`src/hdl/frp_pkg.sv`:
```
// frp_pkg: shared types and constants for the fast-packet reassembler
// no dependencies; imported by the core and the checker
package frp_pkg;

   localparam int FRAME_BYTES       = 8;
   localparam int FIRST_FRAME_BYTES = 6;
   localparam int NEXT_FRAME_BYTES  = 7;
   localparam int STREAM_LIMIT      = 64;

   localparam logic [4:0] INDEX_MASK = 5'h1F;
   localparam logic [7:0] FILL_MAX   = 8'hFF;

   localparam logic [2:0] STATUS_COMPLETE         = 3'd0;
   localparam logic [2:0] STATUS_INCOMPLETE       = 3'd1;
   localparam logic [2:0] STATUS_TOO_LONG         = 3'd2;
   localparam logic [2:0] STATUS_BAD_SEQUENCE     = 3'd3;
   localparam logic [2:0] STATUS_UNEXPECTED_INDEX = 3'd4;

   localparam logic [6:0] MAX_LENGTH_RESET = 7'd50;

   typedef enum logic [2:0] {
      ST_IDLE,
      ST_CHECK,
      ST_WRITE,
      ST_DECIDE,
      ST_RESULT,
      ST_PREFETCH,
      ST_STREAM
   } frp_state_type;

   typedef logic [7:0][7:0] frame_type;

endpackage

```
`src/hdl/frp_ram.sv`:
```
// frp_ram: generic simple dual-port ram, one write and one registered read port
// no dependencies
module frp_ram #(
   parameter int WIDTH = 8,
   parameter int DEPTH = 64,
   localparam int AW   = $clog2(DEPTH)
) (
   input  logic             clock,
   input  logic             wr_en,
   input  logic [AW-1:0]    wr_addr,
   input  logic [WIDTH-1:0] wr_data,
   input  logic             rd_en,
   input  logic [AW-1:0]    rd_addr,
   output logic [WIDTH-1:0] rd_data
);

   logic [WIDTH-1:0] mem_ff [DEPTH];
   logic [WIDTH-1:0] rd_data_ff;

   always_ff @(posedge clock) begin
      if (wr_en) begin
         mem_ff[wr_addr] <= wr_data;
      end
      if (rd_en) begin
         rd_data_ff <= mem_ff[rd_addr];
      end
   end

   assign rd_data = rd_data_ff;

endmodule

```
`src/hdl/fast_packet_reassembler_core.sv`:
```
// fast_packet_reassembler_core: rebuilds multi-frame packets from can frame beats
// depends on frp_pkg and frp_ram (payload store)
//
// channel | dir | handshake              | content
// req     | in  | req_tvalid/req_tready  | tdata: frame bytes 0..7, byte 0 lowest
// rsp     | out | rsp_tvalid/rsp_tready  | tdata: status, out_byte, byte_index
//         |     |                        | tuser: byte_valid, tlast: last
// csr     | in  | csr_valid/csr_ready    | data: max_length
//
// per frame: idle, check, store (one byte per cycle through the
// single ram write port, 6 or 7 bytes), decide and result states
// a rejected frame skips store and decide
// a nonempty completing frame: prefetch and stream states in place of the result state
// synchronous active-high reset; the payload store needs no clearing pass
// a stalled rsp holds the result and stream states; req is taken only in the idle state
module fast_packet_reassembler_core
   import frp_pkg::*;
#(
   parameter int BUFFER_DEPTH = 64
) (
   input  logic        clock,
   input  logic        reset,
   input  logic        req_tvalid,
   output logic        req_tready,
   input  logic [63:0] req_tdata,   // frame_byte0 .. frame_byte7, 8 bits each
   output logic        rsp_tvalid,
   input  logic        rsp_tready,
   output logic [23:0] rsp_tdata,   // status[2:0], out_byte[10:3], byte_index[16:11], zero
   output logic        rsp_tuser,   // byte_valid
   output logic        rsp_tlast,
   input  logic        csr_valid,
   output logic        csr_ready,
   input  logic [6:0]  csr_data
);

   localparam int AW         = $clog2(BUFFER_DEPTH);
   localparam int STREAM_CAP = (BUFFER_DEPTH < STREAM_LIMIT) ? BUFFER_DEPTH : STREAM_LIMIT;

   frp_state_type state_ff, state_in;
   frame_type     frame_ff;
   logic [6:0]    max_len_ff, max_len_in;
   logic [2:0]    seq_ff, seq_in;
   logic [4:0]    exp_ff, exp_in;
   logic [7:0]    fill_ff, fill_in;
   logic [7:0]    total_ff, total_in;
   logic [2:0]    cnt_ff, cnt_in;
   logic [2:0]    src_ff, src_in;
   logic [2:0]    status_ff, status_in;
   logic [5:0]    k_ff, k_in;
   logic [6:0]    n_ff, n_in;

   logic          rsp_valid_ff, rsp_valid_in;
   logic [2:0]    rsp_status_ff, rsp_status_in;
   logic [7:0]    rsp_byte_ff, rsp_byte_in;
   logic          rsp_bvalid_ff, rsp_bvalid_in;
   logic [5:0]    rsp_index_ff, rsp_index_in;
   logic          rsp_last_ff, rsp_last_in;

   logic          req_fire;
   logic          out_free;
   logic          load;
   logic [2:0]    hdr_seq;
   logic [4:0]    hdr_idx;
   logic          in_store;
   logic          stream_last;
   logic [5:0]    k_next;
   logic [7:0]    rd_wide;

   logic          wr_en;
   logic [AW-1:0] wr_addr;
   logic [7:0]    wr_data;
   logic          rd_en;
   logic [AW-1:0] rd_addr;
   logic [7:0]    rd_data;

   frp_ram #(
      .WIDTH (8),
      .DEPTH (BUFFER_DEPTH)
   ) u_store (
      .clock   (clock),
      .wr_en   (wr_en),
      .wr_addr (wr_addr),
      .wr_data (wr_data),
      .rd_en   (rd_en),
      .rd_addr (rd_addr),
      .rd_data (rd_data)
   );

   assign req_tready = (state_ff == ST_IDLE);
   assign req_fire   = req_tvalid && req_tready;
   assign csr_ready  = 1'b1;
   assign out_free   = !rsp_valid_ff || rsp_tready;

   assign hdr_seq     = frame_ff[0][7:5];
   assign hdr_idx     = frame_ff[0][4:0] & INDEX_MASK;
   assign in_store    = ({1'b0, fill_ff} < 9'(BUFFER_DEPTH));
   assign stream_last = ((7'(k_ff) + 7'd1) == n_ff);
   assign k_next      = k_ff + 6'd1;

   assign wr_addr = fill_ff[AW-1:0];
   assign wr_data = frame_ff[src_ff];

   always_comb begin
      state_in      = state_ff;
      max_len_in    = max_len_ff;
      seq_in        = seq_ff;
      exp_in        = exp_ff;
      fill_in       = fill_ff;
      total_in      = total_ff;
      cnt_in        = cnt_ff;
      src_in        = src_ff;
      status_in     = status_ff;
      k_in          = k_ff;
      n_in          = n_ff;
      load          = 1'b0;
      rsp_status_in = rsp_status_ff;
      rsp_byte_in   = rsp_byte_ff;
      rsp_bvalid_in = rsp_bvalid_ff;
      rsp_index_in  = rsp_index_ff;
      rsp_last_in   = rsp_last_ff;
      wr_en         = 1'b0;
      rd_en         = 1'b0;
      rd_wide       = 8'd0;

      if (csr_valid && csr_ready) begin
         max_len_in = csr_data;
      end

      case (state_ff)
         ST_IDLE: begin
            if (req_fire) begin
               state_in = ST_CHECK;
            end
         end
         ST_CHECK: begin
            if (hdr_idx == 5'd0) begin
               if (frame_ff[1] > {1'b0, max_len_ff}) begin
                  status_in = STATUS_TOO_LONG;
                  state_in  = ST_RESULT;
               end else begin
                  fill_in  = 8'd0;
                  src_in   = 3'd2;
                  cnt_in   = 3'(FIRST_FRAME_BYTES);
                  total_in = frame_ff[1];
                  seq_in   = hdr_seq;
                  exp_in   = 5'd1;
                  state_in = ST_WRITE;
               end
            end else if (hdr_seq != seq_ff) begin
               status_in = STATUS_BAD_SEQUENCE;
               state_in  = ST_RESULT;
            end else if (hdr_idx != exp_ff) begin
               status_in = STATUS_UNEXPECTED_INDEX;
               state_in  = ST_RESULT;
            end else begin
               exp_in   = (exp_ff + 5'd1) & INDEX_MASK;
               src_in   = 3'd1;
               cnt_in   = 3'(NEXT_FRAME_BYTES);
               state_in = ST_WRITE;
            end
         end
         ST_WRITE: begin
            wr_en   = in_store;
            fill_in = (fill_ff == FILL_MAX) ? FILL_MAX : fill_ff + 8'd1;
            src_in  = src_ff + 3'd1;
            cnt_in  = cnt_ff - 3'd1;
            if (cnt_ff == 3'd1) begin
               state_in = ST_DECIDE;
            end
         end
         ST_DECIDE: begin
            n_in = (total_ff > 8'(STREAM_CAP)) ? 7'(STREAM_CAP) : total_ff[6:0];
            if (total_ff > fill_ff) begin
               status_in = STATUS_INCOMPLETE;
               state_in  = ST_RESULT;
            end else if (total_ff == 8'd0) begin
               status_in = STATUS_COMPLETE;
               state_in  = ST_RESULT;
            end else begin
               state_in = ST_PREFETCH;
            end
         end
         ST_RESULT: begin
            if (out_free) begin
               load          = 1'b1;
               rsp_status_in = status_ff;
               rsp_byte_in   = 8'd0;
               rsp_bvalid_in = 1'b0;
               rsp_index_in  = 6'd0;
               rsp_last_in   = 1'b1;
               state_in      = ST_IDLE;
            end
         end
         ST_PREFETCH: begin
            rd_en    = 1'b1;
            k_in     = 6'd0;
            state_in = ST_STREAM;
         end
         ST_STREAM: begin
            if (out_free) begin
               load          = 1'b1;
               rsp_status_in = STATUS_COMPLETE;
               rsp_byte_in   = rd_data;
               rsp_bvalid_in = 1'b1;
               rsp_index_in  = k_ff;
               rsp_last_in   = stream_last;
               if (stream_last) begin
                  state_in = ST_IDLE;
               end else begin
                  rd_en   = 1'b1;
                  rd_wide = {2'b00, k_next};
                  k_in    = k_next;
               end
            end
         end
         default: begin
            state_in = ST_IDLE;
         end
      endcase

      rsp_valid_in = load ? 1'b1 : (rsp_valid_ff && !rsp_tready);
   end

   assign rd_addr = rd_wide[AW-1:0];

   always_ff @(posedge clock) begin
      if (reset) begin
         state_ff     <= ST_IDLE;
         max_len_ff   <= MAX_LENGTH_RESET;
         seq_ff       <= 3'd0;
         exp_ff       <= 5'd0;
         fill_ff      <= 8'd0;
         total_ff     <= 8'd0;
         cnt_ff       <= 3'd0;
         src_ff       <= 3'd0;
         k_ff         <= 6'd0;
         n_ff         <= 7'd0;
         rsp_valid_ff <= 1'b0;
      end else begin
         state_ff     <= state_in;
         max_len_ff   <= max_len_in;
         seq_ff       <= seq_in;
         exp_ff       <= exp_in;
         fill_ff      <= fill_in;
         total_ff     <= total_in;
         cnt_ff       <= cnt_in;
         src_ff       <= src_in;
         k_ff         <= k_in;
         n_ff         <= n_in;
         rsp_valid_ff <= rsp_valid_in;
      end
   end

   always_ff @(posedge clock) begin
      if (req_fire) begin
         frame_ff <= req_tdata;
      end
      status_ff     <= status_in;
      rsp_status_ff <= rsp_status_in;
      rsp_byte_ff   <= rsp_byte_in;
      rsp_bvalid_ff <= rsp_bvalid_in;
      rsp_index_ff  <= rsp_index_in;
      rsp_last_ff   <= rsp_last_in;
   end

   assign rsp_tvalid = rsp_valid_ff;
   assign rsp_tdata  = {7'd0, rsp_index_ff, rsp_byte_ff, rsp_status_ff};
   assign rsp_tuser  = rsp_bvalid_ff;
   assign rsp_tlast  = rsp_last_ff;

endmodule

```
`config.mk`:
```
export PLATFORM = sky130hd
export DESIGN_NAME = fast_packet_reassembler_core
export DESIGN_NICKNAME = d
export VERILOG_FILES = /design/src/hdl/frp_pkg.sv /design/src/hdl/frp_ram.sv /design/src/hdl/fast_packet_reassembler_core.sv
export SDC_FILE = /design/constraint.sdc
export NUM_CORES = 1
export LEC_CHECK = 0
export BUFFER_PORTS_ARGS = -buffer_cell sky130_fd_sc_hd__buf_2
export CAP_MARGIN = 5
export CORE_UTILIZATION = 47
export DETAILED_ROUTE_END_ITERATION = 16
export PLACE_DENSITY = 0.66
export SLEW_MARGIN = 20
export SYNTH_ARGS = -nofsm -noshare
export SYNTH_HDL_FRONTEND = slang
export SYNTH_SLANG_ARGS = --single-unit
export TNS_END_PERCENT = 100
```
`constraint.sdc`:
```
create_clock -name clock -period 2.78 [get_ports clock]
set_input_delay 0.556 -clock clock [delete_from_list [all_inputs] [get_ports clock]]
set_output_delay 0.556 -clock clock [all_outputs]
set_load 0.005 [all_outputs]
```
# Yosys cells after proc, flatten, opt, wreduce, memory -nomap -nowiden
# Memory sizes are Yosys's and may differ from the RTL's. A register that Yosys moved wholly into a read port is not among the register bits.
# Index checks and enable logic that the tools add are counted.
# W data, S select, Z words.
# classes
reduce_logical	21
bitwise_logic	1
n_addsub	6
muxes	68
eq_ne	28
n_lt_le_gt_ge	5
# op_table
cell	count
$mux W3	24
$mux W8	6
$mux W6	7
$pmux W8 S2	2
$bmux W8 S3	1
$pmux W3 S2	4
$pmux W6 S2	2
$pmux W3 S7	1
$mux W5	4
$ne A2 B2 Y1 const B	10
$ne A3 B3 Y1 const B	5
$mux W1	13
$reduce_and A3 Y1	4
$reduce_and A4 Y1	3
$eq A3 B3 Y1 const B	3
$add A8 B1 Y8 const B	1
$eq A8 B8 Y1 const B	1
$gt A8 B7 Y1	1
$gt A8 B7 Y1 const B	1
$gt A8 B8 Y1	1
$logic_not A8 Y1	1
$lt A8 B7 Y1 const B	1
$reduce_bool A2 Y1	4
$add A6 B1 Y7 const B	1
22 further kinds	28
# totals
elab_cells	155
ramBits	512
out_inout_bits	29
regBits	140
n_memories	1
# memory_table
name	depth	width	read_ports	rd_ports_with_merged_regs	wr	line	text
u_store.mem_ff	64	8	1	1	1	frp_ram.sv:17	logic [WIDTH-1:0] mem_ff [DEPTH];

# Depth between registers and ports, before layout
# logic_depth
word_depth	5
depth_mapped	13
depth_no_buf	11

# Modules after synthesis
# From an unflattened synthesis, not the netlist that was laid out.
# hier_totals
cells_unflattened	1476
area_unflattened_um2	26669.3
# by_module_without_submodules
module	instances	cells_per_inst	seq_area_each_um2	area_each_um2
frp_ram	1	940	15615.0	20246.9
fast_packet_reassembler_core	1	536	3663.5	6422.4

# Least setup slack after synthesis
# No wires, ideal clock.
# synth_path
kind	reg-to-reg
from	reg k_ff[0]
to	reg u_store.rd_data_ff[2], in the netlist u_store.rd_data[2], read port of u_store.mem_ff (data pin)
t_arrival_ns	2.693
synth_period_minus_slack_ns	2.951
path_slack_ns	-0.171
setup_ns	0.258
path_stages_with_launch	13
cell_sequence	dfxtp_1 -> ha_1 -> buf_4 -> nand3_2 -> o311a_1 -> o211a_1 -> o21a_2 -> nor2_4 -> buf_2 -> mux2_2 -> o221ai_1 -> a21oi_1 -> o221a_2
# synth_between
elab_chain_len	5
# synth_lines
element	line	text
start, declared	fast_packet_reassembler_core.sv:49	logic [5:0] k_ff, k_in;
start signal, assigned	fast_packet_reassembler_core.sv:248	k_ff <= k_in;
$add A6 B1 Y7	fast_packet_reassembler_core.sv:97	assign stream_last = ((7'(k_ff) + 7'd1) == n_ff);
$eq A7 B7 Y1	fast_packet_reassembler_core.sv:97	
$mux W1 or $mux W6 (tied branches)	fast_packet_reassembler_core.sv:207	if (stream_last) begin
$mux W1 or $mux W6 (tied branches)	fast_packet_reassembler_core.sv:200	if (out_free) begin
$pmux W1 S2 or $mux W6 (tied branches)	fast_packet_reassembler_core.sv:129	case (state_ff)
end, declared	frp_ram.sv:18	logic [WIDTH-1:0] rd_data_ff;
# Several ways; a longest one is shown, not always the timed one.
# A chain may end at the register's enable or synchronous reset.

# Final worst setup path
# layout_path
from	reg k_ff[0]
to	reg u_store.rd_data_ff[7], in the netlist u_store.rd_data[7], read port of u_store.mem_ff (data pin)
# The elaborated chain is that of the path after synthesis.

==> flow_metrics.env <==
export IMPL_status="finished, violations left"
export IMPL_violations="setup timing"
export IMPL_crit_chain="ha_4 > and3b_1 > o221a_1 > o211a_1 > o21a_4 > buf_6 > buf_6 > nor3_4 > buf_6 > a31o_4 > a221oi_2 > a311oi_2 > buf_4 > and4bb_1"
export IMPL_r2r_start="k_ff[0]"
export IMPL_root_buffer="clkbuf_16"
export IMPL_grt_busiest_layer="met2"
export IMPL_wl_microns=77700
export IMPL_core_sq_um=56800
export IMPL_critPathRequiredTime_ns=3.14
export IMPL_start_util_pct=47.9
export IMPL_drive_gt1_share_pct=31.2
export IMPL_final_common_cell="edfxtp_1"
export IMPL_fin_hold_ws_ns=0.116
export IMPL_max_freq_ghz=0.321
export IMPL_p_clk_share_pct=41.5
export IMPL_dp_hpwl_microns=51200
export IMPL_vias_per_cell=5.97
export IMPL_relSlewSlack_pct=34.6
export IMPL_p_sw_mw=4.76
export IMPL_fp_row_count=87
export IMPL_dr_pass1_iters=5
export IMPL_die_area_sq_um=58800
export IMPL_fin_crit_ns=3.11
export IMPL_worst_slew_pin_slew_ns=0.981
export IMPL_crit_path_start="k_ff[0]"
export IMPL_use_met2_pct=40.9
export IMPL_yosysUniqueCellTypes=89
export IMPL_grt_pass1_wl_microns=115000
export IMPL_drv_slew=0
export IMPL_drc=0
export IMPL_hold_start="req_tdata[52]"
export IMPL_synth_edf_count=606
export IMPL_cp_arrival_ns=3.48
export IMPL_routabilityCongestion=0.981
export IMPL_cts_max_level=3
export IMPL_internal_power_mw=17.0
export IMPL_final_net_count=2370
export IMPL_hold_violations=0
export IMPL_critPathKind="reg2reg"
export IMPL_fp_dieH_microns=243
export IMPL_clock_sinks=660
export IMPL_ys_ff_latch=660
export IMPL_yosys_warnings=0
export IMPL_syn_area_sq_um=27200
export IMPL_cpMaxStageDelayCell="dfxtp_4"
export IMPL_drv_cap=0
export IMPL_hold_class="in2reg"
export IMPL_wire_per_inst_microns=25.2
export IMPL_placed_area_sq_um=30900
export IMPL_rsz0062_at_grt="true"
export IMPL_grt_usage_pct=26.1
export IMPL_vias=18400
export IMPL_p_leak_nw=11.9
export IMPL_ios=105
export IMPL_comb_power_share_pct=6.0
export IMPL_fin_ws_ns=-0.333
export IMPL_final_cell_mix="edfxtp_1, buf_4, nor2_1"
export IMPL_reg2reg_setup_slack_ns=-0.33
export IMPL_clk_pin_slew_worst_paths_ns=0.06
export IMPL_fin_crit_sh_pct=112
export IMPL_yosysSeqAreaShare_pct=70.9
export IMPL_n_antenna_cell=0
export IMPL_clock_path_buffers=3
export IMPL_grt_pass1_vias=18100
export IMPL_finClkSkew_ns=0.0277
export IMPL_crit_path_start_kind="flop"
export IMPL_design_area_sq_um=34200
export IMPL_grtUsageMet3_pct=5.34
export IMPL_vdd_drop_max_uv=641
export IMPL_drt_iter0_drc=1977
export IMPL_setup_tns_ns=-2.56
export IMPL_portBuffers=96
export IMPL_cp_common_cell="buf_6"
export IMPL_p_per_area_nw_per_um2=636
export IMPL_holdBufCountCts=0
export IMPL_p_total_mw=21.8
export IMPL_fp_dieW_microns=243
export IMPL_cp_max_fo=5
export IMPL_p_sw_share_pct=21.8
export IMPL_critPathMaxStageDelay_ns=0.36
export IMPL_syn_avg_cell_area_sq_um=14.6
export IMPL_grt_max_degree=65
export IMPL_use_met1_pct=35.4
export IMPL_area_delta_synth_final_pct=25.8
export IMPL_async_flop_share_pct=0
export IMPL_antenna_found_initial=0
export IMPL_cp_end_kind="flop"
export IMPL_antenna_violating_nets_post_route=0
export IMPL_postSynthCellCount=1863
export IMPL_seqPwrFrac_pct=52.5
export IMPL_cts_tree="built"
export IMPL_fin_util_pct=60.2
export IMPL_overflow=0
export IMPL_synth_flop_cell="edfxtp_1"
export IMPL_cts_buffers=70
export IMPL_final_setup_viol_count=8
export IMPL_clk_latency_ns=0.61
[path summary, 6_finish.rpt]
| kind | to | cells past startpoint |
|---|---|---|
| max | u_store.rd_data[7] | 14 |
| max reg2reg | u_store.rd_data[7] | 14 |
| min | frame_ff[52] | 1 |
| min reg2reg | n_ff[1] | 2 |
[sequential cells by signal, summed over array words and instances, names as in the netlist, 3 cells and up]
register	cells
u_store.mem_ff	512
frame_ff	64
fill_ff	8
rsp_byte_ff	8
total_ff	8
u_store.rd_data	8
max_len_ff	7
n_ff	7
k_ff	6
rsp_index_ff	6
exp_ff	5
cnt_ff	3
rsp_status_ff	3
seq_ff	3
src_ff	3
state_ff	3
status_ff	3
[metrics by stage]
step	std cells	setup WS, ns
after floorplan	1869	0.00150
after CTS	3073	-0.284
after detailed placement	2930	-0.705
after global placement	2930	-0.684
final	3083	-0.333
after global routing	3083	-0.451
[cell type report]
class / instances / area [sq um]
multi-input combinational: 1071 / 8050
inverter: 29 / 109
fill: 4315 / 22600
sequential: 660 / 19300
clock inverter: 35 / 285
tap: 756 / 946
timing repair buffer: 441 / 3630
clock buffer: 91 / 1930
[repair_timing]
item                                    CTS  global route
buffers inserted                         16             8
pin swaps                                31            35
endpoints found under the setup margin   19            22
cloned                                    2             3
gates resized for setup                  79            87
[logic make-up after synthesis]
| logic type | count (synthesis) | share of synthesized area (%) |
|---|---|---|
| other cells | 2 | 0.0276 |
| buf+inv | 138 | 2.39 |
| simple gates | 495 | 8.45 |
| flops | 660 | 70.9 |
| fa+ha+maj | 21 | 0.966 |
| mux | 138 | 6.41 |
| xor+xnor | 20 | 0.672 |
| compound gates | 389 | 10.2 |
[power by group through the flow]
stage	clock [mW]	sequential (mW)	combinational [mW]
2_1_floorplan	0	11.6	0.600
6_report	9.04	11.4	1.30
5_1_grt	9.53	11.5	1.38
3_5_place_dp	0	11.7	1.26
3_3_place_gp	0	11.6	1.22
4_1_cts	9.12	11.4	1.27
[worst max-delay path: cells and delay by family, from the launching register on]
kind	cells	cell delay (ns)
AO/OA/AOI/OAI	6	1.11
buffers and inverters	4	0.61
AND/OR/NAND/NOR	3	0.59
flip-flops	1	0.36
adder cells (fa/ha/maj)	1	0.19
[cells in the mapped netlist, drive strengths merged (11+ instances only)]
cell	instances	area, sq um
a31oi	26	163
xnor2	11	104
nor3	29	156
nand2	157	592
clkbuf	46	173
a21oi	70	350
a211oi	22	165
o221ai	23	201
inv	29	109
a221oi	14	123
edfxtp	606	18200
o211ai	29	223
dfxtp	54	1080
nand3	55	280
buf	63	369
and2	24	150
and3	15	93.8
mux2i	83	831
mux4	26	586
o22ai	25	156
ha	21	263
or3	13	81.3
o21ai	58	302
mux2	29	327
nor2	158	603
[metal layers]
layer  vias up  part of all wire, %
li1       8120                    -
met2       973                   47
met5         -                    0
met3       170                  9.2
met1      9150                   40
met4         0                  4.4
No activity file was read; power rests on OpenSTA's default activity.
